--- src/rtl/smx_pkg.sv ---
// ----------------------------------------------------------------------------
// Stack machine executor package
// Shared constants, opcode and kind codes, state type and the structs that
// pass between the sequencer and the divider.
// ----------------------------------------------------------------------------
package smx_pkg;

    // Data memory geometry; the depth is a power of two, so addresses wrap
    // by keeping the low bits.
    localparam int MEM_DEPTH      = 1024;
    localparam int ADDR_BITS      = $clog2(MEM_DEPTH);
    localparam int DISPLAY_LEVELS = 16;
    localparam int LEVEL_BITS     = $clog2(DISPLAY_LEVELS);
    localparam int MAX_STRING     = 63;
    localparam int STR_BITS       = 6;
    localparam int WORD_BITS      = 32;
    localparam int ARG_BITS       = 32;
    localparam int PC_BITS        = 10;
    localparam int OP_BITS        = 6;
    localparam int CNT_BITS       = $clog2(WORD_BITS + 1);

    // Opcodes.
    typedef enum logic [OP_BITS-1:0] {
        OP_ADD    = 6'd0,
        OP_SUB    = 6'd1,
        OP_MULT   = 6'd2,
        OP_DIV    = 6'd3,
        OP_MOD    = 6'd4,
        OP_AND    = 6'd5,
        OP_OR     = 6'd6,
        OP_NEG    = 6'd7,
        OP_NOT    = 6'd8,
        OP_EQ     = 6'd9,
        OP_NE     = 6'd10,
        OP_LT     = 6'd11,
        OP_GT     = 6'd12,
        OP_LE     = 6'd13,
        OP_GE     = 6'd14,
        OP_IN     = 6'd15,
        OP_OUT    = 6'd16,
        OP_NOP    = 6'd17,
        OP_LDC    = 6'd18,
        OP_LDA    = 6'd19,
        OP_LDV    = 6'd20,
        OP_LDI    = 6'd21,
        OP_ST     = 6'd22,
        OP_STI    = 6'd23,
        OP_JMP    = 6'd24,
        OP_JMPF   = 6'd25,
        OP_JMPT   = 6'd26,
        OP_INIT   = 6'd27,
        OP_HALT   = 6'd28,
        OP_ALLOC  = 6'd29,
        OP_CALL   = 6'd30,
        OP_PROC   = 6'd31,
        OP_RET    = 6'd32,
        OP_ENTER  = 6'd33,
        OP_EXIT   = 6'd34,
        OP_DUP    = 6'd35,
        OP_POP    = 6'd36,
        OP_STL    = 6'd37,
        OP_IND    = 6'd38,
        OP_INCH   = 6'd39,
        OP_OUTCH  = 6'd40,
        OP_OUTSTR = 6'd41
    } op_t;

    // What a result word carries.
    typedef enum logic [1:0] {
        KIND_NONE = 2'd0,
        KIND_NUM  = 2'd1,
        KIND_CHAR = 2'd2
    } kind_t;

    // Sequencer states.
    typedef enum logic [3:0] {
        S_CLR,
        S_IDLE,
        S_TOP,
        S_NXT,
        S_MC,
        S_MD,
        S_DIV,
        S_EXEC,
        S_SRD,
        S_SEM
    } state_t;

    // Divider request and response.
    typedef struct packed {
        logic                 start;
        logic [WORD_BITS-1:0] dividend;
        logic [WORD_BITS-1:0] divisor;
    } div_req_t;

    typedef struct packed {
        logic                 busy;
        logic                 done;
        logic [WORD_BITS-1:0] quot;
        logic [WORD_BITS-1:0] rem;
    } div_rsp_t;

endpackage

--- src/rtl/smx_div.sv ---
// ----------------------------------------------------------------------------
// Signed word divider
// Restoring division of the magnitudes, one quotient bit per cycle. The
// quotient and remainder magnitudes are held until the next start.
// ----------------------------------------------------------------------------
module smx_div (
    input  logic              clk,
    input  logic              rst_n,
    input  smx_pkg::div_req_t req,
    output smx_pkg::div_rsp_t rsp
);

    import smx_pkg::*;

    logic                 busy_reg;
    logic                 done_reg;
    logic [CNT_BITS-1:0]  cnt_reg;
    logic [WORD_BITS-1:0] quo_reg;
    logic [WORD_BITS-1:0] rem_reg;
    logic [WORD_BITS-1:0] dsr_reg;
    logic [WORD_BITS:0]   shifted;
    logic [WORD_BITS:0]   diff;

    // One trial subtraction per cycle.
    assign shifted = {rem_reg, quo_reg[WORD_BITS-1]};
    assign diff    = shifted - {1'b0, dsr_reg};

    // Control.
    always_ff @(posedge clk or negedge rst_n)
    begin
        if (!rst_n)
        begin
            busy_reg <= 1'b0;
            done_reg <= 1'b0;
            cnt_reg  <= '0;
        end
        else
        begin
            done_reg <= 1'b0;
            if (req.start)
            begin
                busy_reg <= 1'b1;
                cnt_reg  <= CNT_BITS'(WORD_BITS);
            end
            else if (busy_reg)
            begin
                cnt_reg <= cnt_reg - 1'b1;
                if (cnt_reg == CNT_BITS'(1))
                begin
                    busy_reg <= 1'b0;
                    done_reg <= 1'b1;
                end
            end
        end
    end

    // Datapath: operands enter as magnitudes.
    always_ff @(posedge clk)
    begin
        if (req.start)
        begin
            quo_reg <= req.dividend[WORD_BITS-1] ? -req.dividend : req.dividend;
            dsr_reg <= req.divisor[WORD_BITS-1] ? -req.divisor : req.divisor;
            rem_reg <= '0;
        end
        else if (busy_reg)
        begin
            if (!diff[WORD_BITS])
            begin
                rem_reg <= diff[WORD_BITS-1:0];
                quo_reg <= {quo_reg[WORD_BITS-2:0], 1'b1};
            end
            else
            begin
                rem_reg <= shifted[WORD_BITS-1:0];
                quo_reg <= {quo_reg[WORD_BITS-2:0], 1'b0};
            end
        end
    end

    assign rsp.busy = busy_reg;
    assign rsp.done = done_reg;
    assign rsp.quot = quo_reg;
    assign rsp.rem  = rem_reg;

endmodule

--- config.mk ---
export PLATFORM = sky130hd
export DESIGN_NAME = smx_div
export DESIGN_NICKNAME = d
export VERILOG_FILES = /design/src/rtl/smx_pkg.sv /design/src/rtl/smx_div.sv
export SDC_FILE = /design/constraint.sdc
export NUM_CORES = 1
export LEC_CHECK = 0
export BUFFER_PORTS_ARGS = -buffer_cell sky130_fd_sc_hd__buf_4
export CAP_MARGIN = 20
export CORE_MARGIN = 4
export CORE_UTILIZATION = 50
export DETAILED_ROUTE_END_ITERATION = 8
export GPL_TIMING_DRIVEN = 0
export HOLD_SLACK_MARGIN = 0.06
export PLACE_DENSITY = 0.74
export SETUP_SLACK_MARGIN = 0.4
export SLEW_MARGIN = 20
export SYNTH_ARGS = -nofsm -noshare
export SYNTH_HDL_FRONTEND = slang
export SYNTH_SLANG_ARGS = --single-unit
--- constraint.sdc ---
create_clock -name clk -period 3.6 [get_ports clk]
set_clock_uncertainty 0.05 [all_clocks]
set_input_delay 0.18 -clock clk [delete_from_list [all_inputs] [get_ports clk]]
set_output_delay 0.18 -clock clk [all_outputs]
set_load 0.02 [all_outputs]
==> results.toml, run 1 <==
[run_status]
status = "complete, no violations"

[layout]
regArea_um2 = 2770
fillers = 1230
antenna_cells = 0
multi_input_area_um2 = 4320
fin_cells = 1139
nets = 1058
drive_gt1_share_pct = 21.4
area_delta_synth_final_pct = 24.3

[critical_path]
reg2reg_depth = 13
crit_type = "reg2reg"
r2r_end = "rem_reg[27]"
required_ns = 3.76
cp.arrival_ns = 3.26
r2r_start = "dsr_reg[14]"
setup.worst_path.end_class = "flop"
critPathMaxFanout = 10
start_kind = "flop"
ff2ff_setup_slack_ns = 0.50

[worst_hold_path]
hold_start = "req[27]"
hold_depth = 2
hold_class = "in2reg"
hold-path-endpoint = "dsr_reg[27]"

[logic_synthesis]
ys_types = 70
syn_inst = 801
synth_seq_area_share_pct = 37.7
ys_warn_count = 0
synth_top_area_share_pct = 26.2
synth.avg_cell_area_um2 = 9.15
yosys.area.top_type = "edfxtp_1"
syn_nets = 905
synthArstFlopShare_pct = 7.69
netlist_area_um2 = 7330
synth.top_cells.by_count = "nor2_1, edfxtp_1, a21oi_1, inv_1, xnor2_1"
synth_edf_count = 64
yosysMostFrequentCell = "nor2_1"
synth_area_leaders = "edfxtp_1, dfxtp_1, xnor2_1"
ys_seq_elements = 104
synth_ff_type = "edfxtp_1"

[power_and_ir_drop]
ir_drop_mv = 0.290
power-per-cell-area_nw_per_um2 = 589
p_leak_nw = 3.83

[placed_design]
placed_cells = 1113
gp_congestion = 0.912
dp_hpwl_um = 14500
port_buffers = 132

[timing]
slew_violations = 0
fmax_ghz = 0.322
setup_tns_ns = 0
rsz0062_at_grt = "false"
fin_crit_ns = 3.10
holdWs_ns = 0.0676
fin_crit_sh_pct = 86.1
tightest_slew_ns = 0.679
slew_headroom_pct = 54.7
hold_violations = 0
setup_viol_count_final = 0

[grt]
grt_usage_pct = 23.1
grt_util_met2_pct = 38.9
antenna_found_initial = 0
grt_pass1_vias = 6193
met3_usage_pct = 2.93
use_met1_pct = 31.5
grt_max_degree = 34
grt_pass1_wl_um = 30900
grt.busiest_layer = "met2"
overflow = 0

[routing]
post_drt_wl_per_cell_um = 17.3
ant_nets = 0
remaining_drc_errors = 0
viasPerCell = 5.78
drtIter0Drc = 630
routed-via-count = 6579
drt_pass1_iterations = 6
routed_wl_um = 19700

[clock_network]
cts_tree = "yes"
cts_buffer_depth = 2
clock_sinks = 104
insertion_delay_ns = 0.36
htree_num_levels = 3
clk_pin_slew_worst_paths_ns = 0.07
cts_inserted_buffers = 9
cts_root_buf = "clkbuf_16"

[floorplan]
coreArea_um2 = 14100
io_pins = 133
rows = 43
start_util_pct = 52.0
die_area_um2 = 16700
dieHeight_um = 129
dieWidth_um = 129

[flow_run]
maxCapViolCount = 0
-- power by group --
part	leakage [nW]	total (mW)	switching, mW	internal [mW]
clock	0.143	0.993	0.452	0.541
combinational	2.68	2.65	1.47	1.18
sequential	1.00	1.73	0.209	1.52
total	3.83	5.37	2.13	3.24
-- placed cells by master (no fill, tap or decap), drive strengths merged, types with 10 or more instances in the layout --
master / Yosys / routed
a21oi: 57 / 57
o21ai: 43 / 43
inv: 57 / 57
dfxtp: 32 / 32
o41ai: 10 / 10
ha: 36 / 36
clkbuf: 28 / 38
nand2: 46 / 46
mux2i: 28 / 28
buf: 15 / 156
a21o: 14 / 14
a31oi: 11 / 11
o31ai: 13 / 13
xnor2: 54 / 54
nor2: 83 / 83
xor2: 37 / 37
edfxtp: 64 / 64
nand2b: 17 / 17
a211oi: 30 / 30
nand3: 12 / 12
-- metrics by stage --
step / area, µm² / power [mW] / setup WS, ns / util, %
global placement: 8550 / 4.14 / 0.176 / 60.6
CTS: 8940 / 5.24 / 0.423 / 63.4
finish: 9110 / 5.37 / 0.499 / 64.6
floorplan: 7330 / 3.43 / 0.597 / -
detailed placement: 8550 / 4.17 / 0.156 / 60.6
global route: 9110 / 5.69 / 0.344 / 64.6
-- worst max-delay path, cell delays in order, from the launching register on --
cell	delay, ns
edfxtp_1	0.32
inv_1	0.05
ha_1	0.29
buf_6	0.13
nand4_1	0.17
a2111oi_4	0.36
o21ai_4	0.13
a31oi_4	0.22
nor2_4	0.08
o21ai_4	0.23
xor2_4	0.31
buf_8	0.21
mux2i_1	0.29
a211oi_1	0.11
-- worst max-delay path by stage --
stage                start           to  slack (ns)  cells after the start
6_report       dsr_reg[14]  rem_reg[27]        0.50                     13
3_5_place_dp    dsr_reg[0]  rem_reg[27]        0.16                     12
5_1_grt         dsr_reg[1]  rem_reg[15]        0.34                     11
4_1_cts        quo_reg[31]   rem_reg[0]        0.42                     13
2_1_floorplan  quo_reg[31]   rem_reg[0]        0.60                     12
3_3_place_gp   quo_reg[31]  rem_reg[27]        0.18                     13
-- logic make-up after synthesis --
kind of cell,after synthesis,synth area share (%)
fa+ha+maj,37,6.42
mux,31,4.28
xor+xnor,91,11.1
compound gates,214,19.3
flops,104,37.7
buf+inv,100,5.57
simple gates,224,15.6
-- what timing repair did --
item,in CTS,in global routing
pin swaps,4,7
setup endpoints to repair,31,32
gates resized for setup,11,36
endpoints found under the hold margin,9,0
hold buffers,2,0
buffers inserted,4,4
gates cloned,0,0
-- layer usage --
metal	part of all wire, %	up-vias
li1	-	3211
met1	45	3095
met2	47	244
met3	6.1	29
met4	1.9	0
met5	0	-
-- final cells by class --
type                            count  area share (%)
Buffer                             43            2.43
Clock buffer                       11            2.55
Clock inverter                      5           0.632
Inverter                           57            2.35
Multi-Input combinational cell    597            47.4
Sequential cell                   104            30.3
Tap cell                          180            2.47
Timing Repair Buffer              142            11.8
(Power assumes the default switching activity.)
==> inputs of run 2 (changes only) <==
BUFFER_PORTS_ARGS = unset   (was -buffer_cell sky130_fd_sc_hd__buf_4)
DONT_BUFFER_PORTS = 1   (was unset)
PLACE_DENSITY = 0.66   (was 0.74)
==> run 2 against run 1 <==
Global-route usage decreased by 0.29 points; combinational power decreased by 18%; final cell count decreased by 8.3%; die area unchanged; fmax increased by 1.1%; worst hold slack got worse by 0.0011 ns; clock power increased by 9.8%; sequential share of layout area increased by 2.0 points; register-to-register slack improved by 0.03 ns; setup slack improved by 0.033 ns; wire length decreased by 1.1%; critical endpoint is now rem_reg[0]; largest cell class unchanged.
==> results.toml, run 2 (synthesis results as in run 1) <==
[layout]
area_delta_synth_final_pct = 16.7
drive_gt1_share_pct = 8.55
antenna_cells = 0
multi_input_area_um2 = 4310
nets = 964
final_core_util_pct = 60.7
fillers = 1175
regArea_um2 = 2770
layout_common_cells = "nor2_1, edfxtp_1, inv_1, a21oi_1, xnor2_1"
final_common_cell = "nor2_1"

[clock_network]
htree_num_levels = 3
clk_pin_slew_worst_paths_ns = 0.06
cts_root_buf = "clkbuf_16"
clock_sinks = 104
cts_tree = "yes"
cts_inserted_buffers = 9
insertion_delay_ns = 0.35
cts_buffer_depth = 2

[critical_path]
crit_type = "reg2reg"
cp.arrival_ns = 3.28
crit_path_max_incr_delay_ns = 0.51
critical_path_buf_inv_count = 2
critical-path-top-delay-family = "compound AO/OA/AOI/OAI gates"
start_kind = "flop"
setup.worst_path.end_class = "flop"
ff2ff_setup_slack_ns = 0.53
required_ns = 3.81
crit_chain = "inv_2, ha_2, fa_2, nand2b_4, a21oi_4, o21ai_4, a31oi_4, nor2_4, o21ai_4, xor2_4, buf_12, mux2_1, a211oi_1"
critPathMaxFanout = 7
cpMostUsedCell = "o21ai_4"
cp_slowest_cell = "edfxtp_1"

[timing]
setup_tns_ns = 0
slew_violations = 0
fin_crit_sh_pct = 85.2
slew_headroom_pct = 54.9
fin_crit_ns = 3.07
fmax_ghz = 0.326
tightest_slew_ns = 0.675
hold_violations = 0
holdWs_ns = 0.0665
rsz0062_at_grt = "false"
setup_viol_count_final = 0

[placed_design]
dp_hpwl_um = 14600
port_buffers = 0
gp_congestion = 0.973

[routing]
routed-via-count = 6217
post_drt_wl_per_cell_um = 18.6
viasPerCell = 5.95
routed_wl_um = 19500
drtIter0Drc = 463
ant_nets = 0
remaining_drc_errors = 0
drt_pass1_iterations = 6

[grt]
grt_max_degree = 33
grt_usage_pct = 22.8
grt_pass1_wl_um = 30400
antenna_found_initial = 0
grt_pass1_vias = 6050
overflow = 0

[power_and_ir_drop]
power-per-cell-area_nw_per_um2 = 610
ir_drop_mv = 0.295
p_leak_nw = 3.38

[floorplan]
die_area_um2 = 16700
start_util_pct = 52.0
rows = 43
io_pins = 133
dieWidth_um = 129
coreArea_um2 = 14100
dieHeight_um = 129

[flow_run]
maxCapViolCount = 0

[worst_hold_path]
hold_class = "in2reg"

[run_status]
status = "complete, no violations"
-- run 2: metrics by stage --
step	setup slack [ns]	instances	cell area, µm²	power, mW
after floorplan	0.597	801	7330	3.43
after global placement	-0.0795	981	7550	3.83
after detailed placement	-0.0633	981	7560	3.87
after CTS	0.333	1042	8430	5.13
after global routing	0.385	1045	8560	5.53
final	0.533	1045	8560	5.22
-- run 2: final timing paths --
check | startpoint | endpoint | cells past startpoint
setup / recovery | quo_reg[31] | rem_reg[0] | 13
hold / removal | req[24] | dsr_reg[27] | 2
setup reg to reg | quo_reg[31] | rem_reg[0] | 13
hold reg to reg | cnt_reg[4] | cnt_reg[4] | 2
max in group asynchronous | rst_n | cnt_reg[4] | 1
min in group asynchronous | rst_n | done_reg | 1
-- run 2: worst register-to-register path, cell delays in order, from the launching register on --
cell and delay [ns]:
edfxtp_1 0.51, inv_2 0.06, ha_2 0.20, fa_2 0.35, nand2b_4 0.17, a21oi_4 0.17, o21ai_4 0.10, a31oi_4 0.20
nor2_4 0.08, o21ai_4 0.23, xor2_4 0.18, buf_12 0.15, mux2_1 0.33, a211oi_1 0.22
-- run 2: area by class of cell --
class | instances | area share, %
multi-input combinational | 597 | 50.4
sequential | 104 | 32.4
timing repair buffer | 48 | 5.67
clock buffer | 12 | 3.01
tap | 180 | 2.63
buffer | 43 | 2.57
inverter | 57 | 2.50
clock inverter | 4 | 0.863
-- run 2: metal layers --
layer | vias up | wire, µm | track usage [%]
met4 | 0 | 487 | 9.39
met1 | 2914 | 7910 | 27.8
met2 | 251 | 9300 | 38.4
met5 | - | 0 | 0
met3 | 35 | 1780 | 6.02
li1 | 3017 | - | -
-- run 2: power by group --
group | internal [mW] | leakage, nW | switching (mW) | total [mW]
logic | 0.998 | 2.21 | 1.16 | 2.16
registers | 1.53 | 1.00 | 0.446 | 1.97
clock network | 0.654 | 0.162 | 0.433 | 1.09
total | 3.18 | 3.38 | 2.04 | 5.22
-- run 2: what timing repair did --
| action | CTS | global route |
|---|---|---|
| pin swaps | 6 | 5 |
| hold buffers | 41 | 0 |
| setup endpoints to repair | 32 | 34 |
| hold endpoints to repair | 78 | 0 |
| setup buffers | 4 | 3 |
| gates resized for setup | 17 | 23 |
